`src/rtl/core/mm4_pkg.sv`:
```
// Shared constants, types and helpers for the 4x4 fixed-point matrix multiplier.
package mm4_pkg;

	localparam int MDIM = 4;
	localparam int IDX_W = $clog2(MDIM);
	localparam int CELLS = MDIM * MDIM;
	localparam int CELL_W = $clog2(CELLS);
	localparam int BANKS = 2;
	localparam int OUTST_W = $clog2(BANKS + 1);
	localparam int MEM_DEPTH = BANKS * CELLS;
	localparam int ADDR_W = $clog2(MEM_DEPTH);
	localparam int ELEM_W = 32;
	localparam int FRAC_W = 5;
	localparam int PROD_W = 2 * ELEM_W;
	localparam int ACC_W = PROD_W + $clog2(MDIM);
	localparam int CQ_DEPTH = 2;
	localparam int CQ_PTR_W = $clog2(CQ_DEPTH);
	localparam int CQ_CNT_W = $clog2(CQ_DEPTH + 1);
	localparam int OQ_DEPTH = 8;
	localparam int OQ_PTR_W = $clog2(OQ_DEPTH);
	localparam int OQ_CNT_W = $clog2(OQ_DEPTH + 1);
	localparam logic [FRAC_W-1:0] FRAC_RESET = 5'd16;
	localparam logic [ELEM_W-1:0] SAT_MAX = 32'h7FFF_FFFF;
	localparam logic [ELEM_W-1:0] SAT_MIN = 32'h8000_0000;

	// one run handed from the load side to the compute side
	typedef struct packed {
		logic              bank;
		logic [FRAC_W-1:0] frac;
	} cmd_t;

	// store write from the load side
	typedef struct packed {
		logic              en;
		logic [ADDR_W-1:0] addr;
		logic [ELEM_W-1:0] left;
		logic [ELEM_W-1:0] right;
	} st_wr_t;

	// row and column ports are two bits, taken modulo four
	function automatic logic [1:0] rc2(input logic [IDX_W-1:0] idx);
		return 2'(idx);
	endfunction

endpackage

```
`src/rtl/core/mm4_cmdq.sv`:
```
// Short run queue between the load side and the compute side.
module mm4_cmdq
	import mm4_pkg::*;
(
	input  logic clk,
	input  logic arst_n,
	input  logic push,
	input  cmd_t push_cmd,
	input  logic pop,
	output logic nonempty,
	output cmd_t head
);

	cmd_t                mem_q [CQ_DEPTH];
	logic [CQ_PTR_W-1:0] wr_q;
	logic [CQ_PTR_W-1:0] rd_q;
	logic [CQ_CNT_W-1:0] cnt_q;
	logic                do_pop;

	assign nonempty = (cnt_q != '0);
	assign head = mem_q[rd_q];
	assign do_pop = pop && nonempty;

	always_ff @(posedge clk) begin
		if (push) begin
			mem_q[wr_q] <= push_cmd;
		end
	end

	always_ff @(posedge clk or negedge arst_n) begin
		if (!arst_n) begin
			wr_q <= '0;
			rd_q <= '0;
			cnt_q <= '0;
		end else begin
			if (push) begin
				wr_q <= (wr_q == CQ_PTR_W'(CQ_DEPTH - 1)) ? '0 : wr_q + CQ_PTR_W'(1);
			end
			if (do_pop) begin
				rd_q <= (rd_q == CQ_PTR_W'(CQ_DEPTH - 1)) ? '0 : rd_q + CQ_PTR_W'(1);
			end
			if (push && !do_pop) begin
				cnt_q <= cnt_q + CQ_CNT_W'(1);
			end else if (do_pop && !push) begin
				cnt_q <= cnt_q - CQ_CNT_W'(1);
			end
		end
	end

	a_cq_no_overflow: assert property (@(posedge clk) disable iff (!arst_n)
		push |-> (cnt_q < CQ_CNT_W'(CQ_DEPTH)))
		else $error("run queue overflow");

endmodule

```
`config.mk`:
```
export PLATFORM = sky130hd
export DESIGN_NAME = mm4_cmdq
export DESIGN_NICKNAME = d
export VERILOG_FILES = /design/src/rtl/core/mm4_pkg.sv /design/src/rtl/core/mm4_cmdq.sv
export SDC_FILE = /design/constraint.sdc
export NUM_CORES = 1
export LEC_CHECK = 0
export BUFFER_PORTS_ARGS = -buffer_cell sky130_fd_sc_hd__buf_2
export CORE_MARGIN = 10
export CORE_UTILIZATION = 29
export CTS_CLUSTER_DIAMETER = 200
export DETAILED_ROUTE_END_ITERATION = 8
export GPL_ROUTABILITY_DRIVEN = 0
export PLACE_DENSITY = 0.55
export SKIP_CTS_REPAIR_TIMING = 1
export SLEW_MARGIN = 20
export SYNTH_ARGS = -nofsm -noshare
export SYNTH_HDL_FRONTEND = slang
export SYNTH_SLANG_ARGS = --single-unit
```
`constraint.sdc`:
```
create_clock -name clk -period 1.25 [get_ports clk]
set_input_delay 0.0625 -clock clk [delete_from_list [all_inputs] [get_ports clk]]
set_output_delay 0.0625 -clock clk [all_outputs]
set_load 0.05 [all_outputs]
```
# [Yosys cells after proc, flatten, opt, wreduce, memory -nomap -nowiden]
# Memory sizes are Yosys's and may differ from the RTL's.
# Cells that the tools add are included.
# W data, S select, Z words.
[word_totals] ff_bits=4 ram_bits=12 input_bits=10 out_inout_bits=7 n_memories=1
[classes] n_addsub=4 n_mux=6 n_reduce_logical=7
[memory_table] name="mem_q" depth=2 width=6 read_ports=1 rd_clocked_by_memory_dff=0 write_ports=1 line="mm4_cmdq.sv:14" rtl="cmd_t mem_q [CQ_DEPTH];"
[ops] cell="$mux W1" n=4
[ops] cell="$mux W2" n=2
[ops] cell="$reduce_bool A2 Y1" n=2
[ops] cell="$logic_and A1 B1 Y1" n=3
[ops] cell="$add A1 B1 Y1 const B" n=2
[ops] cell="$add A2 B1 Y2 const B" n=1
[ops] cell="$logic_not A1 Y1" n=2
[ops] cell="$sub A2 B1 Y2 const B" n=1

# [Longest topological paths before layout]
[logic_depth] ltp_word=5 depth_mapped=6

# [Worst setup path before layout]
# Ideal clock, no wire load.
[synth_timing] path_type="register to register" start="register cnt_q[0]" end="register cnt_q[1]" setup_ns=0.125 arrival_ns=1.285 t_required_ns=1.125 setup_slack_ns=-0.161 stages_incl_launch_ff=7 path_buffers=0 cell_sequence="dfrtp_1 > or2_4 > nand2_4 > ha_1 > xor2_1 > nor2_1 > xor2_1"
[synth_via] elab_chain_len=5 word_cells_on_any_way=10
[synth_lines] item="start: declaration" line="mm4_cmdq.sv:17" rtl="logic [CQ_CNT_W-1:0] cnt_q;"
[synth_lines] item="start signal: assignment" line="mm4_cmdq.sv:43" rtl="cnt_q <= cnt_q + CQ_CNT_W'(1);"
[synth_lines] item="start signal: assignment" line="mm4_cmdq.sv:45" rtl="cnt_q <= cnt_q - CQ_CNT_W'(1);"
[synth_lines] item="$reduce_bool A2 Y1 *" line="mm4_cmdq.sv:20" rtl="assign nonempty = (cnt_q != '0);"
[synth_lines] item="named net nonempty" line="mm4_cmdq.sv:10" rtl="output logic nonempty,"
[synth_lines] item="$logic_and A1 B1 Y1 *" line="mm4_cmdq.sv:22" rtl="assign do_pop = pop && nonempty;"
[synth_lines] item="$logic_not A1 Y1" line="mm4_cmdq.sv:42" rtl="if (push && !do_pop) begin"
[synth_lines] item="$logic_and A1 B1 Y1" line="mm4_cmdq.sv:42"
[synth_lines] item="$mux W2 or $reduce_bool A2 Y1 (tied branches)"
# The timed path passes the listed nets; every way through them passes the cells marked *. The select of a mux whose other input is x is not followed.
# A chain may end at the register's enable or synchronous reset.

==> results by group <==
Logic synthesis
  – Adder-Cell Fraction of Synth Area: roughly 2.0%
  – Syn avg cell area: about 18 um^2
  – Synth Instances: 34
  – Synthesized area: ~630 um^2
  – Mux cell area share after synthesis: roughly 11%
  – Main combinational cell family by area after synthesis: multiplexers
  – Mapped Nets: 45
  – Post-Synth XOR/XNOR Area: approximately 7.0%
  – Synthesized flop and latch total: 16
  – Synthesis Warnings: 0
  – Sequential-to-total area share from yosys stat: roughly 74%
  – Simple logic cell fraction of the synthesized area: around 5.8%
  – Post-synthesis compound-gate area fraction: 0%
  – Synth unique cells: 12

Run status
  – Status: finished with violations
  – Violated checks: negative setup slack

STA
  – Hold_ws: 0.0306 ns
  – Worst slew margin: around four fifths
  – Slew Viols, Final: 0
  – Hold Violations, Final: 0
  – Measured slew at the worst slew-check pin: ~0.31 ns
  – FMAX: roughly 750 MHz
  – Worst setup margin: -0.0782 ns
  – Clk_skew: 0.00677 ns
  – Period utilisation layout: 106%
  – Post-layout minimum cycle time: 1.33 ns
  – Final setup viols: 7
  – Unrepaired setup endpoints after global routing: yes

Placement
  – Pre-CTS WS: -0.0371 ns
  – Placed wire-length estimate: a little over 800 um
  – Port buffer count: 16

GRT
  – Grt ovf: 0
  – First-pass GRT wire length: between 1500 and 2000 um
  – GRT Total Usage: about 5.6%
  – Vias in the first global route: 419
  – Largest net degree at the start of global routing: 10
  – Initial antenna violation count: 0

Worst setup path
  – CP top delay family: flip-flops
  – Worst Reg2Reg Path Length in Cells: 6
  – R2R Path Start: cnt_q[0]
  – Crit. End Element: output pin
  – Max FO, Critical Path: 7
  – WP data required: roughly 1.2 ns
  – Reg2reg end: cnt_q[1]
  – Slack of the worst reg-to-reg path: -0.01 ns
  – Critical-path top delay cell: dfrtp_2
  – Worst-path cell chain: mux2_4, buf_6
  – WS Path Type: reg2out
  – Crit start category: register
  – Worst stage delay on the critical path: approximately 0.50 ns
  – CP Buf/Inv Count: 1
  – Worst Path Arrival: 1.27 ns

Worst hold path
  – Hold path startpoint: push
  – Worst Hold Endpoint: wr_q
  – Hold Path Class: in2reg
  – Hold Crit Depth: 2

Detailed routing
  – Iter 0 DRT Violations: 8
  – Avg WL per Cell: 12.4 um
  – Drc violations: 0
  – DR vias/cell: between 4 and 5
  – Total wire length: roughly 1100 um
  – Pre-antenna DRT Iters: 2
  – DR vias: 370
  – Routed Antenna Nets: 0

Power and ir drop
  – Worst IR Drop VDD: 1250 uV
  – Sw Ratio: 38.0%
  – Sw power: approximately 0.00085 W
  – Total power: 0.00225 W
  – Leak: around 0.40 nW
  – Cell Int Power: 0.00140 W
  – Combinational share of power: roughly 51%
  – Sequential power share: 37.3%
  – Clk pwr share: a little under an eighth
  – Pwr/cell area: 2360 mW/mm^2

Finish
  – Final nets: slightly below 80
  – Area Growth Syn to Fin: 52.6%
  – Number of diodes: 0
  – Sequential Area: roughly 460 um^2
  – Share of layout cells above drive strength 1: about 55%
  – Area of the multi-input gates: between 200 and 250 um^2
  – Layout fillers: between 150 and 200

CTS
  – Later-pin clock latency in the skew report: around 0.28 ns
  – Clk root buf: clkbuf_4
  – Clock Path Buffers: 2
  – CTS HTree Levels: 1
  – Clk slew on worst S/H paths: about 0.090 ns
  – CTS tree: yes
  – Clock buffer count from CTS: 3
  – Clk sink count: 16

Die
  – Die H: approximately 66 um
  – I/O pins: 17
  – Die width: 66.4 um
  – Core ar.: ~0.0020 mm^2
  – Initial Utilization: 31.3%
  – Total die area: between 0.004 and 0.005 mm^2
  – Site Rows: 16

Job
  – Max-cap viol count: 0
-- cell usage after synthesis --
cell | instances | share of area (%)
nor2b_1 | 1 | 1.0
or2_4 | 1 | 1.4
ha_1 | 1 | 2.0
xnor2_1 | 2 | 2.8
dfrtp_1 | 4 | 16
buf_2 | 1 | 0.80
edfxtp_1 | 12 | 58
mux2_2 | 6 | 11
nand2_4 | 1 | 1.8
nor2_1 | 1 | 0.60
xor2_1 | 3 | 4.2
and2_1 | 1 | 1.0
-- cell families after synthesis --
family,after synthesis
xor+xnor,5
flops,16
mux,6
fa+ha+maj,1
buf+inv,1
simple gates,5
-- metal layers --
metal,share of wire [%],vias up,track usage [%],routed length (um)
li1,-,180,-,-
met1,39,178,5.54,440
met2,53,12,8.73,600
met3,8.6,0,4.07,98
met4,0,0,2.36,0
met5,0,-,0,0
-- area by class of cell --
cell class              count  share of cell area (%)
clock inverters             1                   0.393
flip-flops and latches     16                    48.4
multi-input cells          17                    21.5
clock buffers               3                    2.36
repair buffers             28                    23.9
well taps                  27                    3.54
-- power groups by stage --
stage	clock (W)	sequential [W]	combinational, W
3_3_place_gp	0	0.000831	0.000921
2_1_floorplan	0	0.000789	0.000727
6_report	0.000264	0.000840	0.00115
5_1_grt	0.000306	0.000867	0.00122
4_1_cts	0.000282	0.000827	0.000930
3_5_place_dp	0	0.000835	0.000927
-- flip-flops by register name (all words and copies together) (netlist names) --
| register | cells |
|---|---|
| wr_q | 1 |
| rd_q | 1 |
| mem_q | 12 |
| cnt_q | 2 |
-- placed cells by master (no fill, tap or decap), drive strengths merged --
master and instances:
and2 1, buf 21, clkbuf 3, clkinv 1, dfrtp 4, dlygate4sd3 7
edfxtp 12, ha 1, mux2 6, nand2 1, nor2 1, nor2b 1
or2 1, xnor2 2, xor2 3
-- stage by stage --
stage / cells / TNS (ns) / util (%) / cell area, um^2
global placement: 80 / -0.0343 / 38.9 / 779
CTS: 84 / -1.54 / 40.3 / 806
finish: 92 / -0.463 / 47.7 / 955
detailed placement: 80 / -0.0371 / 38.9 / 779
floorplan: 34 / -0.122 / - / 641
global route: 92 / -0.875 / 47.7 / 955
-- how the worst max path moves through the flow --
| stage | from | endpoint | slack [ns] | cells past startpoint |
|---|---|---|---|---|
| after global placement | cnt_q[1] | cnt_q[1] | -0.03 | 6 |
| after global routing | rd_q | head[5] | -0.14 | 2 |
| final | rd_q | head[4] | -0.08 | 2 |
| after detailed placement | cnt_q[1] | cnt_q[1] | -0.04 | 6 |
| after floorplan | cnt_q[0] | cnt_q[1] | -0.12 | 6 |
| after CTS | rd_q | head[4] | -0.25 | 2 |
Note: power is estimated with default switching activity, not from simulation.
