==> config.mk <==
export PLATFORM = sky130hd
export DESIGN_NAME = mm4_store
export DESIGN_NICKNAME = d
export VERILOG_FILES = /design/src/rtl/core/mm4_pkg.sv /design/src/rtl/core/mm4_store.sv
export SDC_FILE = /design/constraint.sdc
export NUM_CORES = 2
export LEC_CHECK = 0
export ABC_AREA = 1
export BUFFER_PORTS_ARGS = -buffer_cell sky130_fd_sc_hd__buf_4
export CAP_MARGIN = 20
export CORE_ASPECT_RATIO = 2
export CORE_MARGIN = 2
export CORE_UTILIZATION = 28
export DETAILED_ROUTE_END_ITERATION = 12
export PLACE_DENSITY = 0.48
export SETUP_SLACK_MARGIN = 0.5
export SYNTH_ARGS = -nofsm -noshare
export SYNTH_HDL_FRONTEND = slang
export SYNTH_SLANG_ARGS = --single-unit
==> constraint.sdc <==
create_clock -name clk -period 4.8 [get_ports clk]
set_input_delay 0.72 -clock clk [delete_from_list [all_inputs] [get_ports clk]]
set_output_delay 0.72 -clock clk [all_outputs]
set_load 0.02 [all_outputs]
==> src/rtl/core/mm4_pkg.sv <==
// Shared constants, types and helpers for the 4x4 fixed-point matrix multiplier.
package mm4_pkg;

	localparam int MDIM = 4;
	localparam int IDX_W = $clog2(MDIM);
	localparam int CELLS = MDIM * MDIM;
	localparam int CELL_W = $clog2(CELLS);
	localparam int BANKS = 2;
	localparam int OUTST_W = $clog2(BANKS + 1);
	localparam int MEM_DEPTH = BANKS * CELLS;
	localparam int ADDR_W = $clog2(MEM_DEPTH);
	localparam int ELEM_W = 32;
	localparam int FRAC_W = 5;
	localparam int PROD_W = 2 * ELEM_W;
	localparam int ACC_W = PROD_W + $clog2(MDIM);
	localparam int CQ_DEPTH = 2;
	localparam int CQ_PTR_W = $clog2(CQ_DEPTH);
	localparam int CQ_CNT_W = $clog2(CQ_DEPTH + 1);
	localparam int OQ_DEPTH = 8;
	localparam int OQ_PTR_W = $clog2(OQ_DEPTH);
	localparam int OQ_CNT_W = $clog2(OQ_DEPTH + 1);
	localparam logic [FRAC_W-1:0] FRAC_RESET = 5'd16;
	localparam logic [ELEM_W-1:0] SAT_MAX = 32'h7FFF_FFFF;
	localparam logic [ELEM_W-1:0] SAT_MIN = 32'h8000_0000;

	// one run handed from the load side to the compute side
	typedef struct packed {
		logic              bank;
		logic [FRAC_W-1:0] frac;
	} cmd_t;

	// store write from the load side
	typedef struct packed {
		logic              en;
		logic [ADDR_W-1:0] addr;
		logic [ELEM_W-1:0] left;
		logic [ELEM_W-1:0] right;
	} st_wr_t;

	// row and column ports are two bits, taken modulo four
	function automatic logic [1:0] rc2(input logic [IDX_W-1:0] idx);
		return 2'(idx);
	endfunction

endpackage

==> src/rtl/core/mm4_store.sv <==
// Two-bank element stores for both matrices, one write and one registered read each.
module mm4_store
	import mm4_pkg::*;
(
	input  logic              clk,
	input  st_wr_t            st_wr,
	input  logic [ADDR_W-1:0] rd_left_addr,
	input  logic [ADDR_W-1:0] rd_right_addr,
	output logic [ELEM_W-1:0] left_rd,
	output logic [ELEM_W-1:0] right_rd
);

	logic [ELEM_W-1:0] left_mem_q  [MEM_DEPTH];
	logic [ELEM_W-1:0] right_mem_q [MEM_DEPTH];

	always_ff @(posedge clk) begin
		if (st_wr.en) begin
			left_mem_q[st_wr.addr] <= st_wr.left;
			right_mem_q[st_wr.addr] <= st_wr.right;
		end
		left_rd <= left_mem_q[rd_left_addr];
		right_rd <= right_mem_q[rd_right_addr];
	end

endmodule

# After elaboration in Yosys (flattened, before gate mapping)
# Memories as Yosys holds them, arrays and structs flattened. A register that Yosys moved wholly into a read port is not among the register bits.
# Index checks and enable logic that the tools add are counted.
# op_classes
n_mux,2
# ops
cell,count
1-bit two-way mux,2
# word_totals
inputBits,81
output_inout_bits,64
ff_bits,0
wordCells,4
n_memories,2
ramBits,2048
# mem_list
name,depth,width,rd,rd_clocked_by_memory_dff,write_ports,line_no,source
left_mem_q,32,32,1,1,1,mm4_store.sv:13,logic [ELEM_W-1:0] left_mem_q [MEM_DEPTH];
right_mem_q,32,32,1,1,1,mm4_store.sv:14,logic [ELEM_W-1:0] right_mem_q [MEM_DEPTH];

# Longest topological paths before layout
# logic_depth
depth_word,2
mapped_depth,12

# Worst setup path after synthesis
# OpenSTA, ideal clock, no wires.
# synth_path
path_type,input-to-reg
startpoint,input port st_wr[64] in the netlist's numbering
endpoint,memory left_mem_q[0][0] (enable)
t_required_ps,4314
t_arrival_ps,3698
setup_slack_ps,615
cell_stages,3
path_cell_list,inv_1 -> nand3_1 -> nor2_1
# synth_lines
item,line_no,source
from (decl),mm4_store.sv:6,"input st_wr_t st_wr,"
to (decl),mm4_store.sv:13,
# No word-level cell before the write port.

# Final worst setup path
# layout_path
startpoint,"register left_rd[21], read port of left_mem_q"
endpoint,output port left_rd[21]
# layout_lines
item,line_no,source
from (decl),mm4_store.sv:9,"output logic [ELEM_W-1:0] left_rd,"
# No word-level cell between the ends.

==> impl_metrics.prom <==
# TYPE chip_impl_metric gauge
chip_impl_metric{name="cts_max_level",unit=""} 4
chip_impl_metric{name="drt_wl_cell",unit="um"} 23.3
chip_impl_metric{name="post-dp-hpwl",unit="mm"} 128
chip_impl_metric{name="max_cap_viol_count",unit=""} 0
chip_impl_info{name="worst_setup_start_kind",value="flop"} 1
chip_impl_metric{name="cts_hold_buffers",unit=""} 0
chip_impl_metric{name="holdWs",unit="ns"} 0.279
chip_impl_metric{name="clock_power_share",unit="%"} 40.4
chip_impl_metric{name="crit_arrival",unit="ns"} 1.61
chip_impl_metric{name="syn-cell-area",unit="um^2"} 84700
chip_impl_info{name="clockRootBuffer",value="clkbuf_16"} 1
chip_impl_metric{name="power_density",unit="nW/um^2"} 404
chip_impl_metric{name="remaining_drc_errors",unit=""} 0
chip_impl_metric{name="synth.yosys.seq_area_share",unit="%"} 74.1
chip_impl_info{name="cp_top_family",value="flip-flops"} 1
chip_impl_metric{name="worst-slew-pin-transition",unit="ns"} 1.12
chip_impl_info{name="top_signal_layer_used",value="met5"} 1
chip_impl_info{name="cts_tree",value="yes"} 1
chip_impl_metric{name="ys_seq_elements",unit=""} 2112
chip_impl_metric{name="p_seq_share",unit="%"} 53.3
chip_impl_info{name="path_cells",value="buf_4"} 1
chip_impl_metric{name="yosysWarningCount",unit=""} 0
chip_impl_metric{name="worst_skew_pair.late_latency",unit="ns"} 0.84
chip_impl_metric{name="count_of_distinct_cell_types_in_the_synthesized_netlist",unit=""} 16
chip_impl_metric{name="placement.io_buffers",unit=""} 144
chip_impl_metric{name="drt_iter0_markers",unit=""} 4433
chip_impl_metric{name="die_y",unit="um"} 782
chip_impl_metric{name="timing.clock.skew",unit="ns"} 0.0298
chip_impl_metric{name="wl_met1",unit="mm"} 108
chip_impl_metric{name="die_area",unit="um^2"} 307000
chip_impl_metric{name="power.ir.vdd_worst",unit="mV"} 0.241
chip_impl_metric{name="critPathBufInv",unit=""} 1
chip_impl_metric{name="area_growth_syn_to_layout",unit="%"} 13.1
chip_impl_metric{name="antenna_left",unit=""} 0
chip_impl_info{name="grt_setup_unrepaired",value="no"} 1
chip_impl_metric{name="gpl.final_weighted_congestion",unit=""} 0.745
chip_impl_info{name="synth_most_common_cell",value="nand2_1"} 1
chip_impl_info{name="timing.critical_path.slowest_stage_cell",value="dfxtp_1"} 1
chip_impl_metric{name="worst-path-max-fanout",unit=""} 1
chip_impl_metric{name="drive_gt1_share",unit="%"} 8.28
chip_impl_info{name="netlist_top_cells_count",value="2,880 x nand2_1, 2,048 x edfxtp_1, 1,548 x nand3_1"} 1
chip_impl_metric{name="cts_sinks",unit=""} 2112
chip_impl_info{name="nature_of_the_critical_path_endpoint",value="output pin"} 1
chip_impl_metric{name="post_cts.repair.setup_buffers",unit=""} 0
chip_impl_metric{name="total_via_count_after_detailed_routing",unit=""} 53345
chip_impl_metric{name="final_core_utilization",unit="%"} 31.8
chip_impl_metric{name="vias_per_cell",unit=""} 4.75
chip_impl_metric{name="synth_nets",unit=""} 7104
chip_impl_metric{name="wl_met2",unit="mm"} 135
chip_impl_metric{name="floorplan.io_pins",unit=""} 145
chip_impl_metric{name="syn_area_per_cell",unit="um^2"} 12.1
chip_impl_metric{name="grt_pass1_vias",unit=""} 53426
chip_impl_metric{name="worst_ep_required_time",unit="ns"} 4.08
chip_impl_info{name="critical_path_class",value="reg2out"} 1
chip_impl_info{name="hp-class",value="in2reg"} 1
chip_impl_metric{name="synth-edff-count",unit=""} 2048
chip_impl_info{name="yosys_most_used_dff",value="edfxtp_1"} 1
chip_impl_metric{name="power_switching_share",unit="%"} 22.8
chip_impl_metric{name="static_leakage",unit="nW"} 34.1
chip_impl_metric{name="antenna_found_initial",unit=""} 19
chip_impl_info{name="netlist.top_cell.by_area",value="edfxtp_1"} 1
chip_impl_metric{name="drt_pass1_iterations",unit=""} 5
chip_impl_metric{name="max-clock-path-buffers",unit=""} 4
chip_impl_metric{name="maxSlewViolCount",unit=""} 0
chip_impl_metric{name="grt_first_pass_wirelength",unit="mm"} 378
chip_impl_metric{name="placement_rows",unit=""} 285
chip_impl_metric{name="critical-path-max-stage-delay",unit="ns"} 0.51
chip_impl_metric{name="initial_core_util",unit="%"} 28.1
chip_impl_metric{name="timing.slew.headroom",unit="%"} 25.5
chip_impl_metric{name="met3RoutedLength",unit="mm"} 10.9
chip_impl_metric{name="ys_async_sr_fraction",unit="%"} 0
chip_impl_info{name="synthTopCellsByArea",value="edfxtp_1 73%, nand2_1 13%, nand3_1 9.2%"} 1
chip_impl_metric{name="power_switching",unit="mW"} 8.80
chip_impl_metric{name="yosysTopAreaCellShare",unit="%"} 72.6
chip_impl_metric{name="setup-tns-final",unit="ns"} 0
chip_impl_metric{name="tritoncts.num_buffers",unit=""} 194
chip_impl_metric{name="postCtsResizedCells",unit=""} 0
chip_impl_metric{name="pin_count_of_the_biggest_net_entering_global_routing",unit=""} 176
chip_impl_metric{name="timing_hold_violations_final",unit=""} 0
chip_impl_metric{name="power.share.combinational",unit="%"} 6.3
chip_impl_info{name="status",value="finished, final reports clean"} 1
chip_impl_metric{name="die_width",unit="um"} 393
chip_impl_metric{name="total_of_endpoints_with_negative_setup_slack_in_the_final_report",unit=""} 0
chip_impl_metric{name="grt-ovfl-total",unit=""} 0
chip_impl_metric{name="design.core.area",unit="um^2"} 301000
chip_impl_metric{name="fmax",unit="GHz"} 0.430
chip_impl_metric{name="clk_pin_slew_worst_setup_hold_paths",unit="ns"} 0.07
chip_impl_metric{name="gate_count_after_technology_mapping",unit=""} 7023
chip_impl_metric{name="nNetsFinal",unit=""} 7136
chip_impl_metric{name="grtUsageTotal",unit="%"} 16.8
chip_impl_metric{name="final.period_utilization",unit="%"} 48.5
chip_impl_metric{name="power.internal",unit="mW"} 29.9
chip_impl_metric{name="post-route-min-period",unit="ns"} 2.33
chip_impl_metric{name="routed_wl",unit="mm"} 262
per-layer routing:
layer,track usage (%),vias up
met5,0,-
met4,5.48,10
met3,1.88,421
met2,30.0,1370
met1,20.9,26998
li1,-,24546
path summary, 6_finish.rpt:
| check | startpoint | endpoint | slack, ns | depth (start not counted) |
|---|---|---|---|---|
| max reg2reg | left_mem_q[13][16]$_DFFE_PP_ | left_rd[16]$_DFF_P_ | 3.49 | 8 |
| min | st_wr[2] | right_mem_q[12][2]$_DFFE_PP_ | 0.28 | 1 |
| max | left_rd[21]$_DFF_P_ | left_rd[21] | 2.47 | 1 |
| min reg2reg | left_mem_q[16][20]$_DFFE_PP_ | left_rd[20]$_DFF_P_ | 0.75 | 8 |
final cells by class:
type,count,area [um^2]
Timing Repair Buffer,272,2620
Multi-Input combinational cell,4460,18900
Tap cell,4018,5030
Fill cell,30074,205000
Inverter,15,116
Sequential cell,2112,62800
Antenna cell,9,22.5
Clock buffer,259,5420
Clock inverter,93,863
state kept, by name, indices dropped and copies added, names as in the netlist:
name         count
left_mem_q    1024
left_rd         32
right_mem_q   1024
right_rd        32
metrics by stage:
stage | power (mW) | setup WS (ns) | cells | cell area [um^2]
after floorplan | 22.4 | 0.615 | 7023 | 84700
after global placement | 23.5 | 1.66 | 10877 | 89500
after detailed placement | 23.5 | 1.73 | 10877 | 89500
after CTS | 39.1 | 2.39 | 11229 | 95700
after global routing | 39.9 | 2.44 | 11231 | 95700
final | 38.7 | 2.47 | 11238 | 95800
layout by cell type, fill, tap and decap left out, types with 32 or more instances in the layout:
| master | count |
|---|---|
| buf_4 | 223 |
| buf_12 | 43 |
| nand2_1 | 2880 |
| nor2_4 | 32 |
| clkbuf_1 | 40 |
| nand3_1 | 1548 |
| dfxtp_1 | 64 |
| edfxtp_1 | 2048 |
| clkbuf_16 | 200 |
| clkinv_2 | 35 |
cell families (layout without fill, tap and decap cells):
kind of cell | Yosys count | in the layout | synth area share, %
flops | 2112 | 2112 | 74.1
simple gates | 4460 | 4460 | 22.1
buf+inv | 451 | 639 | 3.79
other cells | 0 | 9 | 0
power by group through the flow:
stage	combinational [mW]	clock (mW)	sequential [mW]
after floorplan	1.41	0	21.0
after global routing	2.72	16.5	20.6
after detailed placement	2.49	0	21.0
after global placement	2.47	0	21.0
final	2.45	15.6	20.6
after CTS	2.50	16.0	20.6
Power figures use the tool's default switching activity.
