===== config.mk =====
export PLATFORM = sky130hd
export DESIGN_NAME = mm4_front
export DESIGN_NICKNAME = d
export VERILOG_FILES = /design/src/rtl/core/mm4_pkg.sv /design/src/rtl/core/mm4_front.sv
export SDC_FILE = /design/constraint.sdc
export NUM_CORES = 1
export LEC_CHECK = 0
export BUFFER_PORTS_ARGS = -buffer_cell sky130_fd_sc_hd__buf_2
export CORE_MARGIN = 5
export CORE_UTILIZATION = 30
export DETAILED_ROUTE_END_ITERATION = 12
export HOLD_SLACK_MARGIN = 0.02
export PLACE_DENSITY = 0.9
export SLEW_MARGIN = 15
export SYNTH_ARGS = -nofsm -noshare
export SYNTH_HDL_FRONTEND = slang
export SYNTH_SLANG_ARGS = --single-unit

===== constraint.sdc =====
create_clock -name clk -period 2.35 [get_ports clk]
set_input_delay 0.235 -clock clk [delete_from_list [all_inputs] [get_ports clk]]
set_output_delay 0.235 -clock clk [all_outputs]
set_load 0.01 [all_outputs]

===== src/rtl/core/mm4_pkg.sv =====
// Shared constants, types and helpers for the 4x4 fixed-point matrix multiplier.
package mm4_pkg;

	localparam int MDIM = 4;
	localparam int IDX_W = $clog2(MDIM);
	localparam int CELLS = MDIM * MDIM;
	localparam int CELL_W = $clog2(CELLS);
	localparam int BANKS = 2;
	localparam int OUTST_W = $clog2(BANKS + 1);
	localparam int MEM_DEPTH = BANKS * CELLS;
	localparam int ADDR_W = $clog2(MEM_DEPTH);
	localparam int ELEM_W = 32;
	localparam int FRAC_W = 5;
	localparam int PROD_W = 2 * ELEM_W;
	localparam int ACC_W = PROD_W + $clog2(MDIM);
	localparam int CQ_DEPTH = 2;
	localparam int CQ_PTR_W = $clog2(CQ_DEPTH);
	localparam int CQ_CNT_W = $clog2(CQ_DEPTH + 1);
	localparam int OQ_DEPTH = 8;
	localparam int OQ_PTR_W = $clog2(OQ_DEPTH);
	localparam int OQ_CNT_W = $clog2(OQ_DEPTH + 1);
	localparam logic [FRAC_W-1:0] FRAC_RESET = 5'd16;
	localparam logic [ELEM_W-1:0] SAT_MAX = 32'h7FFF_FFFF;
	localparam logic [ELEM_W-1:0] SAT_MIN = 32'h8000_0000;

	// one run handed from the load side to the compute side
	typedef struct packed {
		logic              bank;
		logic [FRAC_W-1:0] frac;
	} cmd_t;

	// store write from the load side
	typedef struct packed {
		logic              en;
		logic [ADDR_W-1:0] addr;
		logic [ELEM_W-1:0] left;
		logic [ELEM_W-1:0] right;
	} st_wr_t;

	// row and column ports are two bits, taken modulo four
	function automatic logic [1:0] rc2(input logic [IDX_W-1:0] idx);
		return 2'(idx);
	endfunction

endpackage


===== src/rtl/core/mm4_front.sv =====
// Load side: element counter, bank select, fraction register and run hand-off.
module mm4_front
	import mm4_pkg::*;
(
	input  logic              clk,
	input  logic              arst_n,
	input  logic              push,
	output logic              full,
	input  logic [ELEM_W-1:0] left_element,
	input  logic [ELEM_W-1:0] right_element,
	input  logic              fraction_bits_we,
	input  logic [FRAC_W-1:0] fraction_bits,
	output st_wr_t            st_wr,
	output logic              cmd_push,
	output cmd_t              cmd_new,
	input  logic              run_done
);

	logic [CELL_W-1:0]  pos_q;
	logic               bank_q;
	logic [OUTST_W-1:0] outst_q;
	logic [FRAC_W-1:0]  frac_q;
	logic               take;
	logic               final_load;

	// both banks owned by pending or running runs: hold off loads
	assign full = (outst_q == OUTST_W'(BANKS));
	assign take = push && !full;
	assign final_load = take && (pos_q == CELL_W'(CELLS - 1));

	assign st_wr.en = take;
	assign st_wr.addr = ADDR_W'(ADDR_W'(bank_q) * ADDR_W'(CELLS) + ADDR_W'(pos_q));
	assign st_wr.left = left_element;
	assign st_wr.right = right_element;

	assign cmd_push = final_load;
	assign cmd_new.bank = bank_q;
	assign cmd_new.frac = frac_q;

	always_ff @(posedge clk or negedge arst_n) begin
		if (!arst_n) begin
			pos_q <= '0;
			bank_q <= 1'b0;
			outst_q <= '0;
			frac_q <= FRAC_RESET;
		end else begin
			if (fraction_bits_we) begin
				frac_q <= fraction_bits;
			end
			if (take) begin
				if (final_load) begin
					pos_q <= '0;
					bank_q <= !bank_q;
				end else begin
					pos_q <= pos_q + CELL_W'(1);
				end
			end
			if (final_load && !run_done) begin
				outst_q <= outst_q + OUTST_W'(1);
			end else if (run_done && !final_load) begin
				outst_q <= outst_q - OUTST_W'(1);
			end
		end
	end

	a_outst_bound: assert property (@(posedge clk) disable iff (!arst_n)
		outst_q <= OUTST_W'(BANKS))
		else $error("more runs outstanding than banks");

	a_done_owned: assert property (@(posedge clk) disable iff (!arst_n)
		run_done |-> (outst_q != '0))
		else $error("run finished with none outstanding");

endmodule


Yosys cells after proc, flatten, opt, wreduce, memory -nomap -nowiden
Index checks and enable logic that the tools add are counted.
{ "totals": {"input_bits": 74, "regBits": 12} }
{ "op_classes": {"add_sub_neg": 4, "eq_ne": 2, "reduce_logical": 10, "n_mux": 3} }
{ "ops": {"columns": ["cell", "count"], "rows": [
  ["$add 5x4->5", 1],
  ["$add 4x1->4 const B", 1],
  ["$eq 4x4->1 const B", 1],
  ["$logic_and 1x1->1", 4],
  ["$logic_not 1->1", 4],
  ["$mux 2", 2],
  ["$mux 4", 1],
  ["$add 2x1->2 const B", 1],
  ["$eq 2x2->1 const B", 1],
  ["$reduce_and 2->1", 1],
  ["$reduce_bool 2->1", 1],
  ["$sub 2x1->2 const B", 1]
]} }

Depth between registers and ports, before layout
{ "logic_depth": {"ltp_word": 8, "depth_mapped": 7, "mapped_depth_nobuf": 7} }

Least setup slack after synthesis
No wires, ideal clock.
{ "synth_timing": {"kind": "flip-flop to flip-flop", "startpoint": "reg pos_q[0]", "endpoint": "reg outst_q[1]", "slack_ns": 0.637, "period_less_slack_ns": 1.713, "path_buffers": 0, "t_arrival_ns": 1.634, "path_stages_with_launch": 7, "path_cell_list": "dfrtp_1 ha_1 and3_1 and3_4 ha_1 nor2_1 xor2_1"} }
{ "synth_via": {"elab_chain_cells": 5, "word_cells_on_any_way": 7} }
{ "synth_rtl": {"columns": ["element", "line_no", "source"], "rows": [
  ["start: declaration", "mm4_front.sv:19", "logic [CELL_W-1:0] pos_q;"],
  ["start signal: assignment", "mm4_front.sv:55", "pos_q <= pos_q + CELL_W'(1);"],
  ["$eq 4x4->1 *", "mm4_front.sv:29", "assign final_load = take && (pos_q == CELL_W'(CELLS - 1));"],
  ["$logic_and 1x1->1 *", "mm4_front.sv:29", null],
  ["named net cmd_push", "mm4_front.sv:14", "output logic cmd_push,"],
  ["$logic_not 1->1", "mm4_front.sv:60", "end else if (run_done && !final_load) begin"],
  ["$logic_and 1x1->1", "mm4_front.sv:60", null],
  ["$reduce_bool 2->1 (no line)", null, null],
  ["end signal: assignment", "mm4_front.sv:59", "outst_q <= outst_q + OUTST_W'(1);"],
  ["end signal: assignment", "mm4_front.sv:61", "outst_q <= outst_q - OUTST_W'(1);"],
  ["end: declaration", "mm4_front.sv:21", "logic [OUTST_W-1:0] outst_q;"]
]} }
The timed path passes the listed nets; every way through them passes the cells marked *.
A chain may end at the register's enable or synchronous reset.

Final worst setup path
{ "layout_timing": {"startpoint": "reg pos_q[0]", "endpoint": "reg outst_q[1]"} }
{ "layout_via": {"elab_chain_cells": 5, "word_cells_on_any_way": 7} }
{ "layout_rtl": {"columns": ["element", "line_no"], "rows": [
  ["$eq 4x4->1 *", "mm4_front.sv:29"],
  ["$logic_and 1x1->1 *", "mm4_front.sv:29"],
  ["$logic_not 1->1", "mm4_front.sv:60"],
  ["$logic_and 1x1->1", "mm4_front.sv:60"],
  ["$reduce_bool 2->1 (no line)", null]
]} }
Mark *: on every way between the ends. The rest lies on a longest branch, timed or not.

==> summary.md <==
| Metric | Value |
|---|---|
| Nets | `147` |
| Hold-fix buffers at CTS | `1` |
| Setup Skew | `0.00427 ns` |
| Crit path max-delay family | `simple AND/OR/NAND/NOR gates` |
| Vias | `480` |
| Drt pass-1 iters | `5` |
| Status | `finished clean` |
| Cts bufs inserted | `3` |
| # clock sinks | `12` |
| Setup_tns | `0 ns` |
| Post-Syn Instances | `109` |
| Setup CP Type | `register to register` |
| Port Buf Inserts | `23` |
| Slowest library cell on the worst path | `dfrtp_1` |
| Max Clk Rate | `554 MHz` |
| RSZ-0062 raised after global routing | `false` |
| Max stage delay on crit path | `0.43 ns` |
| Worst-Skew Late Latency | `0.27 ns` |
| Worst-path fanout max | `6` |
| Leakage power | `0.396 nW` |
| CP arrival | `2.00 ns` |
| Area growth, synth to finish | `-26.5%` |
| Tightest Pin Transition | `0.264 ns` |
| Post-Syn Area | `1070 µm²` |
| Peak supply drop | `0.186 mV` |
| DRT Wirelength | `1510 µm` |
| Worst flop-to-flop path endpoint | `outst_q[1]` |
| Total Routing Usage GR | `0.0652` |
| Pin count of the biggest net entering global routing | `13` |
| Die area | `4870 µm²` |
| Root buf cell | `clkbuf_4` |
| Reg2Reg Depth | `7` |
| Crit path cell chain | `ha_1 > and3_1 > and3_4 > ha_1 > xor2_1 > nor2_1 > xor2_1` |
| Post-synthesis sequential area ratio | `0.282` |
| R2r setup slk | `0.54 ns` |
| Most frequent cell after synthesis | `buf_4` |
| DR iter-0 viols | `32` |
| Per-cell routed wire length | `13.0 µm` |
| Ys Warns | `0` |
| Required time of the critical path | `2.54 ns` |
| Setup ws final | `0.544 ns` |
| ANT nets after route | `0` |
| Hold path start | `fraction_bits[4]` |
| Gp weighted congestion | `0.738` |
| Number of global-route vias before repair | `521` |
| Hold Path Stages | `2` |
| First-pass GRT wire length | `2520 µm` |
| Count of cell types in the netlist | `21` |
| Initial antenna violation count | `0` |
| Slew HR | `0.824` |
| Setup crit start kind | `register` |
| Die extent in x | `69.8 µm` |
| Stages on the worst setup path | `7` |
| Yosys top cell by area | `buf_4` |
| Fin crit share | `0.768` |
| RR Startpoint | `pos_q[0]` |
| Core Rows | `21` |
| Vias per cell | `4.14` |
| Hold WC Path Type | `input port to register` |
| Post-CTS setup buffer count | `0` |
| I/O pin cnt | `152` |
| Post-synthesis async set-or-reset flop share | `1.00` |
| Final setup viols | `0` |
| Mapped Nets | `185` |
| # diodes | `0` |
| HPWL Detailed | `1220 µm` |
| Post-CTS resize count | `0` |
| Buf/Inv on CP | `0` |
| Hold Path End | `frac_q[4]` |
| Crit path capture type | `register` |
| Pwr dens | `1110 nW/µm²` |
| Max Cap Violations | `0` |
| Top cell type's share of synthesized area | `0.470` |
| Hold Violations, Final | `0` |
| DRC | `0` |
| CTS tree | `done` |
| Cell Area, Placed | `741 µm²` |
| Layout cells sized above 1 | `0.586` |
| Starting Density | `0.316` |
| Most common library cells after synthesis | `buf_4 (67), dfrtp_1 (11), mux2_2 (5)` |
| Fin Hold WS | `0.195 ns` |
| Worst slack at placement | `0.583 ns` |
| Area of the core | `3390 µm²` |
| Final instance area | `787 µm²` |
| Flops & latches, synth | `12` |
| Top post-synthesis cells by area | `buf_4 (47%), dfrtp_1 (26%), mux2_2 (5.3%)` |
| Design Power | `871 µW` |
| Post-synth EDFFs | `0` |
| Clock-pin slew on the worst setup and hold paths | `0.07 ns` |
| Chip height | `69.8 µm` |
| Clock buffer depth | `2` |
| Top FF cell, synth | `dfrtp_1` |
| Grt ovf | `0` |
| Post-synthesis area per instance | `9.83 µm²` |
| Tmin final | `1.81 ns` |
| H-tree depth | `1` |
| Slew Viols, Final | `0` |
## layout make-up
| class | count | area [µm²] |
|---|---|---|
| clock buffers | 4 | 36.3 |
| fillers | 346 | 2600 |
| inverters | 3 | 11.3 |
| multi-input cells | 27 | 255 |
| flip-flops and latches | 12 | 302 |
| well taps | 46 | 57.6 |
| repair buffers | 24 | 125 |
## per-layer routing
metal	vias to the layer above	share of wire	global-route usage
li1	198	-	-
met1	226	0.32	0.0593
met2	32	0.40	0.0869
met5	-	0	0
met3	24	0.19	0.0362
met4	0	0.082	0.0915
## cells in the final DEF, fill, tap and decap left out
master	count
dfstp_2	1
inv_2	1
dfrtp_1	11
nor2_1	2
and3_1	1
clkbuf_8	1
xor2_2	1
nand3_1	2
clkbuf_4	3
nand2_4	1
a21oi_1	1
xor2_1	2
mux2_4	2
o31ai_1	1
xnor2_1	2
buf_2	23
o31ai_2	1
inv_1	2
mux2_2	5
nand2_1	2
ha_1	2
nand2b_4	1
and3_4	1
dlygate4sd3_1	1
## where the power goes
group          switching [mW]  leakage, nW  internal (mW)  total, mW
combinational           0.171        0.233          0.182      0.353
sequential             0.0808        0.141          0.277      0.358
clock                  0.0663       0.0210         0.0941      0.160
## metrics by stage
stage	std cells	utilization
floorplan	109	-
global placement	111	0.219
detailed placement	111	0.219
CTS	116	0.232
global route	116	0.232
finish	116	0.232
## logic make-up after synthesis
kind of cell / after synthesis / share of synthesized area
buffers and inverters: 70 / 0.480
DFF: 12 / 0.282
and+or+nand+nor: 10 / 0.0631
muxes: 7 / 0.0806
xor gates and xnor gates: 5 / 0.0479
AOI/OAI and AO/OA: 3 / 0.0234
adders and majority gates: 2 / 0.0234
## registers in the layout, summed over array words and instances (netlist names)
| name | cells |
|---|---|
| outst_q | 2 |
| pos_q | 4 |
| bank_q | 1 |
| frac_q | 5 |
## worst max-delay path by stage
| stage | slack (ns) | to | startpoint |
|---|---|---|---|
| 4_1_cts | 0.55 | outst_q[1] | pos_q[0] |
| 3_3_place_gp | 0.66 | outst_q[1] | pos_q[0] |
| 6_report | 0.54 | outst_q[1] | pos_q[0] |
| 3_5_place_dp | 0.58 | outst_q[1] | pos_q[0] |
| 5_1_grt | 0.49 | outst_q[1] | pos_q[0] |
| 2_1_floorplan | 0.64 | outst_q[1] | pos_q[0] |
No activity file was read; power rests on OpenSTA's default activity.
