### config.mk
export PLATFORM = sky130hd
export DESIGN_NAME = mm4_back
export DESIGN_NICKNAME = d
export VERILOG_FILES = /design/src/rtl/core/mm4_pkg.sv /design/src/rtl/core/mm4_back.sv
export SDC_FILE = /design/constraint.sdc
export NUM_CORES = 2
export LEC_CHECK = 0
export ABC_AREA = 1
export BUFFER_PORTS_ARGS = -buffer_cell sky130_fd_sc_hd__buf_4
export CAP_MARGIN = 20
export CORE_UTILIZATION = 60
export CTS_BUF_LIST = sky130_fd_sc_hd__clkbuf_8
export CTS_CLUSTER_SIZE = 16
export DETAILED_ROUTE_END_ITERATION = 12
export PLACE_DENSITY = 0.87
export SETUP_SLACK_MARGIN = 0.15
export SLEW_MARGIN = 20
export SYNTH_ARGS = -nofsm -noshare
export SYNTH_HDL_FRONTEND = slang
export SYNTH_SLANG_ARGS = --single-unit
### constraint.sdc
create_clock -name clk -period 2.6 [get_ports clk]
set_input_delay 0.78 -clock clk [delete_from_list [all_inputs] [get_ports clk]]
set_output_delay 0.78 -clock clk [all_outputs]
set_load 0.05 [all_outputs]
### src/rtl/core/mm4_pkg.sv
// Shared constants, types and helpers for the 4x4 fixed-point matrix multiplier.
package mm4_pkg;

	localparam int MDIM = 4;
	localparam int IDX_W = $clog2(MDIM);
	localparam int CELLS = MDIM * MDIM;
	localparam int CELL_W = $clog2(CELLS);
	localparam int BANKS = 2;
	localparam int OUTST_W = $clog2(BANKS + 1);
	localparam int MEM_DEPTH = BANKS * CELLS;
	localparam int ADDR_W = $clog2(MEM_DEPTH);
	localparam int ELEM_W = 32;
	localparam int FRAC_W = 5;
	localparam int PROD_W = 2 * ELEM_W;
	localparam int ACC_W = PROD_W + $clog2(MDIM);
	localparam int CQ_DEPTH = 2;
	localparam int CQ_PTR_W = $clog2(CQ_DEPTH);
	localparam int CQ_CNT_W = $clog2(CQ_DEPTH + 1);
	localparam int OQ_DEPTH = 8;
	localparam int OQ_PTR_W = $clog2(OQ_DEPTH);
	localparam int OQ_CNT_W = $clog2(OQ_DEPTH + 1);
	localparam logic [FRAC_W-1:0] FRAC_RESET = 5'd16;
	localparam logic [ELEM_W-1:0] SAT_MAX = 32'h7FFF_FFFF;
	localparam logic [ELEM_W-1:0] SAT_MIN = 32'h8000_0000;

	// one run handed from the load side to the compute side
	typedef struct packed {
		logic              bank;
		logic [FRAC_W-1:0] frac;
	} cmd_t;

	// store write from the load side
	typedef struct packed {
		logic              en;
		logic [ADDR_W-1:0] addr;
		logic [ELEM_W-1:0] left;
		logic [ELEM_W-1:0] right;
	} st_wr_t;

	// row and column ports are two bits, taken modulo four
	function automatic logic [1:0] rc2(input logic [IDX_W-1:0] idx);
		return 2'(idx);
	endfunction

endpackage

### src/rtl/core/mm4_back.sv
// Compute side: element sequencer, multiply-accumulate pipe, shift/saturate, result queue.
module mm4_back
	import mm4_pkg::*;
(
	input  logic              clk,
	input  logic              arst_n,
	input  logic              cmd_valid,
	input  cmd_t              cmd,
	output logic              cmd_pop,
	output logic              run_done,
	output logic [ADDR_W-1:0] rd_left_addr,
	output logic [ADDR_W-1:0] rd_right_addr,
	input  logic [ELEM_W-1:0] left_rd,
	input  logic [ELEM_W-1:0] right_rd,
	output logic              empty,
	input  logic              pop,
	output logic [ELEM_W-1:0] product_element,
	output logic [1:0]        out_row,
	output logic [1:0]        out_column,
	output logic              last_of_run
);

	typedef enum logic [1:0] {
		BK_IDLE = 2'b01,
		BK_RUN  = 2'b10
	} bk_state_t;

	typedef struct packed {
		logic              valid;
		logic              first;
		logic              lastk;
		logic [IDX_W-1:0]  row;
		logic [IDX_W-1:0]  col;
		logic              lastrun;
		logic [FRAC_W-1:0] frac;
	} ctl_t;

	typedef struct packed {
		logic [ELEM_W-1:0] prod;
		logic [1:0]        row;
		logic [1:0]        col;
		logic              last;
	} res_t;

	bk_state_t                state_q;
	logic                     bank_q;
	logic [FRAC_W-1:0]        frac_q;
	logic [IDX_W-1:0]         row_q;
	logic [IDX_W-1:0]         col_q;
	logic [IDX_W-1:0]         k_q;
	logic [OQ_CNT_W-1:0]      rsv_q;
	logic                     issue;
	logic                     k_last;
	logic                     c_last;
	logic                     r_last;
	ctl_t                     ctl_new;
	ctl_t                     ctl_s1;
	ctl_t                     ctl_s2;
	ctl_t                     ctl_s3;
	logic signed [PROD_W-1:0] prod_s2;
	logic signed [ACC_W-1:0]  acc_s3;
	logic signed [ACC_W-1:0]  shifted_s4;
	logic                     res_valid_s4;
	logic [1:0]               row_s4;
	logic [1:0]               col_s4;
	logic                     last_s4;
	logic                     in_range;
	res_t                     res_new;
	res_t                     oq_q [OQ_DEPTH];
	logic [OQ_PTR_W-1:0]      oq_wr_q;
	logic [OQ_PTR_W-1:0]      oq_rd_q;
	logic [OQ_CNT_W-1:0]      oq_cnt_q;
	logic                     oq_pop;
	logic                     rsv_inc;

	assign k_last = (k_q == IDX_W'(MDIM - 1));
	assign c_last = (col_q == IDX_W'(MDIM - 1));
	assign r_last = (row_q == IDX_W'(MDIM - 1));

	// an element starts only if its result has a queue slot reserved
	assign issue = (state_q == BK_RUN) && ((k_q != '0) || (rsv_q < OQ_CNT_W'(OQ_DEPTH)));
	assign rsv_inc = issue && (k_q == '0);
	assign cmd_pop = (state_q == BK_IDLE) && cmd_valid;
	assign run_done = issue && k_last && c_last && r_last;

	assign rd_left_addr = ADDR_W'(ADDR_W'(bank_q) * ADDR_W'(CELLS)
		+ ADDR_W'(row_q) * ADDR_W'(MDIM) + ADDR_W'(k_q));
	assign rd_right_addr = ADDR_W'(ADDR_W'(bank_q) * ADDR_W'(CELLS)
		+ ADDR_W'(k_q) * ADDR_W'(MDIM) + ADDR_W'(col_q));

	assign ctl_new.valid = issue;
	assign ctl_new.first = (k_q == '0);
	assign ctl_new.lastk = k_last;
	assign ctl_new.row = row_q;
	assign ctl_new.col = col_q;
	assign ctl_new.lastrun = r_last && c_last;
	assign ctl_new.frac = frac_q;

	always_ff @(posedge clk or negedge arst_n) begin
		if (!arst_n) begin
			state_q <= BK_IDLE;
			row_q <= '0;
			col_q <= '0;
			k_q <= '0;
		end else begin
			unique case (state_q)
				BK_IDLE: begin
					if (cmd_valid) begin
						state_q <= BK_RUN;
						row_q <= '0;
						col_q <= '0;
						k_q <= '0;
					end
				end
				BK_RUN: begin
					if (issue) begin
						k_q <= k_last ? '0 : k_q + IDX_W'(1);
						if (k_last) begin
							col_q <= c_last ? '0 : col_q + IDX_W'(1);
							if (c_last) begin
								row_q <= r_last ? '0 : row_q + IDX_W'(1);
								if (r_last) begin
									state_q <= BK_IDLE;
								end
							end
						end
					end
				end
				default: begin
					state_q <= BK_IDLE;
				end
			endcase
		end
	end

	always_ff @(posedge clk) begin
		if (cmd_pop) begin
			bank_q <= cmd.bank;
			frac_q <= cmd.frac;
		end
	end

	// pipe control: read, multiply, accumulate, shift
	always_ff @(posedge clk or negedge arst_n) begin
		if (!arst_n) begin
			ctl_s1 <= '0;
			ctl_s2 <= '0;
			ctl_s3 <= '0;
			res_valid_s4 <= 1'b0;
		end else begin
			ctl_s1 <= ctl_new;
			ctl_s2 <= ctl_s1;
			ctl_s3 <= ctl_s2;
			res_valid_s4 <= ctl_s3.valid && ctl_s3.lastk;
		end
	end

	always_ff @(posedge clk) begin
		if (ctl_s1.valid) begin
			prod_s2 <= $signed(left_rd) * $signed(right_rd);
		end
		if (ctl_s2.valid) begin
			if (ctl_s2.first) begin
				acc_s3 <= ACC_W'(prod_s2);
			end else begin
				acc_s3 <= acc_s3 + ACC_W'(prod_s2);
			end
		end
		if (ctl_s3.valid && ctl_s3.lastk) begin
			shifted_s4 <= acc_s3 >>> ctl_s3.frac;
			row_s4 <= rc2(ctl_s3.row);
			col_s4 <= rc2(ctl_s3.col);
			last_s4 <= ctl_s3.lastrun;
		end
	end

	// fits in 32 bits when all bits above bit 30 agree
	assign in_range = (&shifted_s4[ACC_W-1:ELEM_W-1]) || !(|shifted_s4[ACC_W-1:ELEM_W-1]);
	assign res_new.prod = in_range ? shifted_s4[ELEM_W-1:0]
		: (shifted_s4[ACC_W-1] ? SAT_MIN : SAT_MAX);
	assign res_new.row = row_s4;
	assign res_new.col = col_s4;
	assign res_new.last = last_s4;

	// result queue
	assign empty = (oq_cnt_q == '0);
	assign oq_pop = pop && !empty;
	assign product_element = oq_q[oq_rd_q].prod;
	assign out_row = oq_q[oq_rd_q].row;
	assign out_column = oq_q[oq_rd_q].col;
	assign last_of_run = oq_q[oq_rd_q].last;

	always_ff @(posedge clk) begin
		if (res_valid_s4) begin
			oq_q[oq_wr_q] <= res_new;
		end
	end

	always_ff @(posedge clk or negedge arst_n) begin
		if (!arst_n) begin
			oq_wr_q <= '0;
			oq_rd_q <= '0;
			oq_cnt_q <= '0;
			rsv_q <= '0;
		end else begin
			if (res_valid_s4) begin
				oq_wr_q <= (oq_wr_q == OQ_PTR_W'(OQ_DEPTH - 1)) ? '0 : oq_wr_q + OQ_PTR_W'(1);
			end
			if (oq_pop) begin
				oq_rd_q <= (oq_rd_q == OQ_PTR_W'(OQ_DEPTH - 1)) ? '0 : oq_rd_q + OQ_PTR_W'(1);
			end
			if (res_valid_s4 && !oq_pop) begin
				oq_cnt_q <= oq_cnt_q + OQ_CNT_W'(1);
			end else if (oq_pop && !res_valid_s4) begin
				oq_cnt_q <= oq_cnt_q - OQ_CNT_W'(1);
			end
			if (rsv_inc && !oq_pop) begin
				rsv_q <= rsv_q + OQ_CNT_W'(1);
			end else if (oq_pop && !rsv_inc) begin
				rsv_q <= rsv_q - OQ_CNT_W'(1);
			end
		end
	end

	a_oq_no_overflow: assert property (@(posedge clk) disable iff (!arst_n)
		res_valid_s4 |-> ((oq_cnt_q < OQ_CNT_W'(OQ_DEPTH)) || oq_pop))
		else $error("result queue overflow");

	a_rsv_covers: assert property (@(posedge clk) disable iff (!arst_n)
		rsv_q >= oq_cnt_q)
		else $error("result queue holds more than reserved");

endmodule

==> results of run 1 <==
[per-stage QoR]
step | hold WS (ns) | instance area (um^2) | worst slack [ns] | util [%]
CTS | 0.00811 | 82900 | -4.03 | 74.6
detailed placement | 0.334 | 77100 | -5.09 | 69.4
global placement | 0.332 | 77100 | -4.96 | 69.4
floorplan | 0.331 | 70300 | -4.59 | -
[routing by layer]
metal / GRT overflow / track usage, %
met5: 0 / 39.1
met4: 2 / 55.0
met3: 2 / 51.4
met2: 4 / 77.2
met1: 2 / 63.8
[kinds of logic after synthesis]
group | share of synthesized area, %
AND/OR/NAND/NOR | 18.1
buffers and inverters | 12.3
adder cells (fa/ha/maj) | 37.0
AO/OA/AOI/OAI | 6.55
flip-flops | 24.6
XOR/XNOR | 0.973
multiplexers | 0.415
[repair_timing]
item | 4_1_cts
setup buffers | 87
gates resized for setup | 780
endpoints found under the setup margin | 175
pin swaps | 348
gates cloned | 10
==> results.ini, run 1 <==
[global_route]
grt-ovfl-total = 10
grt_max_degree = 81
gr-usage-all-layers_pct = 63.1

[die]
start_util_pct = 60.8
io_pins = 124
core.rowCount = 122
die_w_um = 337
die_h_um = 337

[outcome]
lastStage = global routing
error = [ERROR GRT-0232] Routing congestion too high. Check the congestion heatmap in the GUI.
status = did not finish

[logic_synthesis]
synth_flop_cell = edfxtp_1
syn_inst = 8056
synth_top_cell_area_share_pct = 32.2
yosys-top-cells-count = nand2_1, inv_1, fa_1, nor2_1, edfxtp_1
synth_seq_cells = 564
avgSynthCellArea_um2 = 8.38
yosysTopAreaCell = fa_1
synth.area.top_cells = fa_1, edfxtp_1, nand2_1
yosysWarningCount = 0
syn_nets = 9478
async_flop_share_pct = 10.8
synth_edf_count = 503
synthDistinctLibCells = 52
seq_area_frac_synth_pct = 24.6
yosysMostFrequentCell = nand2_1
syn_area_um2 = 67500

[clock_network]
clock_path_buffers = 3
cts_root_buf = clkbuf_8
hold_buffers = 0
numCtsBuffers = 87
clock-sinks = 564
h-tree-depth = 3

[placed_design]
hpwl_um = 165000
io_buffer_count = 123
dp_cells = 10069
place_congestion = 1.03

[timing]
worstEpCategory = register data pin
worst_endpoint = prod_s2[40]$_DFFE_PP_/D

==> run 2, diff against run 1 <==
- CORE_UTILIZATION: 60 -> 40
- CTS_BUF_LIST: sky130_fd_sc_hd__clkbuf_8 -> unset
- CTS_CLUSTER_SIZE: 16 -> unset
- PLACE_DENSITY: 0.87 -> unset
- PLACE_DENSITY_LB_ADDON: unset -> 0.15
- SETUP_SLACK_MARGIN: 0.15 -> unset
- clock period: 2.6 -> 3.4 ns (I/O delays scaled with it)
==> results.ini, run 2 <==
[outcome]
status = finished with violations
violations = negative setup slack

[logic_synthesis]
yosysTopAreaCell = fa_1
yosys.area_share.simple_pct = 18.1  ; unchanged
async_flop_share_pct = 10.8  ; unchanged
synthAdderAreaFrac_pct = 37.0  ; unchanged
synth-xor-area-share_pct = 0.973  ; unchanged
synth_top_cell_area_share_pct = 32.2  ; unchanged
yosysMostFrequentCell = nand2_1
synth_seq_cells = 564  ; unchanged
synthDistinctLibCells = 52  ; unchanged
syn_nets = 9478  ; unchanged
synth_edf_count = 503  ; unchanged
synth.area.top_cells = fa_1, edfxtp_1, nand2_1
seq_area_frac_synth_pct = 24.6  ; unchanged
synth_flop_cell = edfxtp_1
yosysWarningCount = 0  ; unchanged
avgSynthCellArea_um2 = 8.38  ; unchanged
syn_inst = 8056  ; unchanged
synth_top_family_by_area = adder cells
yosys-top-cells-count = nand2_1, inv_1, fa_1, nor2_1, edfxtp_1
synthMuxAreaShare_pct = 0.415  ; unchanged
synth_compound_area_share_pct = 6.55  ; unchanged
syn_area_um2 = 67500  ; unchanged

[clock_network]
cts_root_buf = clkbuf_16
h-tree-depth = 2  ; -1
cts_tree = yes
clk_latency_ns = 0.65
numCtsBuffers = 59  ; -32%
clock_path_buffers = 3  ; unchanged
clk_pin_slew_worst_paths_ns = 0.06
clock-sinks = 564  ; unchanged

[drt]
drt_wl_total_um = 206000
firstDrtPassIters = 6
m1WireLength_um = 92700
final_antenna_net_count = 0
wl_per_cell_um = 19.0
vias = 54180
dr_wl_met2_um = 97200
via_per_inst = 4.98
wl_met3_um = 11300
first_iter_violations = 3856
dr.max_layer_used = met4
drcViolationCount = 0

[die]
core.rowCount = 150  ; +23%
core_area_um2 = 167000
die_h_um = 413  ; +22%
start_util_pct = 40.3  ; -20 points
die_w_um = 413  ; +22%
design.die.area_um2 = 170000
io_pins = 124  ; unchanged

[setup_path]
cpPeakStageDelay_ns = 0.64
worstSetupPathType = input pin to register
cpMostUsedCell = fa_1
cpMaxStageDelayCell = fa_2
cp.required_ns = 3.77
cp-end-kind = register
arrival_ns = 7.29
critical_path.max_fanout = 5
startpoint_type = input pin

[flow_run]
maxCapViolCount = 0

[global_route]
grt_max_degree = 78
gr-usage-all-layers_pct = 24.7
grt-ovfl-total = 0
antenna_found_initial = 1
grt_pass1_wl_um = 326000
grt_pass1_vias = 56362

[timing]
period_share_pct = 204
fmax_mhz = 144
hold_violations = 0
finalSetupViolations = 77
maxSlewViolCount = 0
layout_min_cycle_time_ns = 6.92
worst_slack_ns = -3.52
slew_headroom_pct = 37.8
rsz0062_at_grt = yes
worstMarginPinSlew_ns = 0.933
finClkSkew_ns = 0.0219

[placed_design]
placed_cell_area_um2 = 76300  ; -1.0%
hpwl_um = 167000  ; +1.6%
place_congestion = 0.929  ; -10%
io_buffer_count = 123  ; unchanged
dpl_worst_slack_ns = -4.56  ; +0.527 ns

[cells_and_area]
largest_reg_flops = 296
area.growth.synth_to_final_pct = 23.9
layout_commonest_cell = nand2_1
fin_area_um2 = 83600
final_cell_mix = nand2_1, inv_1, fa_1, buf_4, edfxtp_1
nNetsFinal = 10045
drive_gt1_share_pct = 20.7
regMostFlops = oq_q
biggestRegsByFlops = oq_q x296, acc_s3 x66, shifted_s4 x66

[min_path]
min_path_type = register to register

-- run 2: cell counts after synthesis --
Identical to the previous run, type by type.
-- run 2: cells by family after synthesis --
kind of cell,count (synthesis)
DFF,564
muxes,28
buffers and inverters,2172
and+or+nand+nor,3058
adders and majority gates,1348
xor gates and xnor gates,75
AOI/OAI and AO/OA,811
-- run 2: through the flow --
step	TNS, ns	util (%)	std cells	hold WS, ns
2_1_floorplan	-186.86	-	8056	0.331
3_3_place_gp	-236.07	45.6	10652	0.331
3_5_place_dp	-238.01	45.6	10652	0.335
4_1_cts	-185.23	48.9	10827	0.349
5_1_grt	-195.65	50.0	10875	0.354
6_report	-184.33	50.0	10877	0.347
-- run 2: layout make-up --
cell class / instances / area [um^2]
Inverter: 1831 / 6910
Multi-Input combinational cell: 5320 / 46700
Clock buffer: 64 / 1520
Sequential cell: 564 / 16600
Tap cell: 2204 / 2760
Timing Repair Buffer: 847 / 8580
Clock inverter: 45 / 515
Fill cell: 15813 / 83800
Antenna cell: 2 / 5.00
-- run 2: worst max-delay path, delay by kind of cell --
kind,cells,cell delay [ns]
AO/OA/AOI/OAI,4,0.65
XOR/XNOR,1,0.21
adder cells (fa/ha/maj),9,4.22
buffers and inverters,9,0.87
AND/OR/NAND/NOR,3,0.31
-- run 2: metal layers --
layer,vias up,track usage (%)
li1,25434,-
met1,27115,34.9
met2,1409,40.9
met3,222,2.25
met4,0,5.69
met5,-,0
-- run 2: final timing paths --
path	slack, ns	end	start	cells after the start
worst min-delay path	0.35	ctl_s2[7]$_DFF_PN0_	ctl_s1[7]$_DFF_PN0_	0
worst min register to register	0.35	ctl_s2[7]$_DFF_PN0_	ctl_s1[7]$_DFF_PN0_	0
min in group asynchronous	0.46	oq_cnt_q[2]$_DFFE_PN0P_	arst_n	1
max in group asynchronous	2.34	oq_rd_q[0]$_DFFE_PN0P_	arst_n	1
worst max-delay path	-3.52	prod_s2[42]$_DFFE_PP_	right_rd[9]	26
worst max register to register	0.32	acc_s3[58]$_DFFE_PP_	acc_s3[9]$_DFFE_PP_	11
-- run 2: timing repair --
item / 4_1_cts / 5_1_grt
hold buffers: 0 / 0
buffers inserted: 69 / 55
pin swaps: 229 / 293
gates resized for setup: 658 / 420
endpoints found under the setup margin: 98 / 97
gates cloned: 8 / 5
Power of run 2 is left out: the tool's default activity adds up to more than one toggle a clock period on the data nets, which glitch-free logic cannot reach.
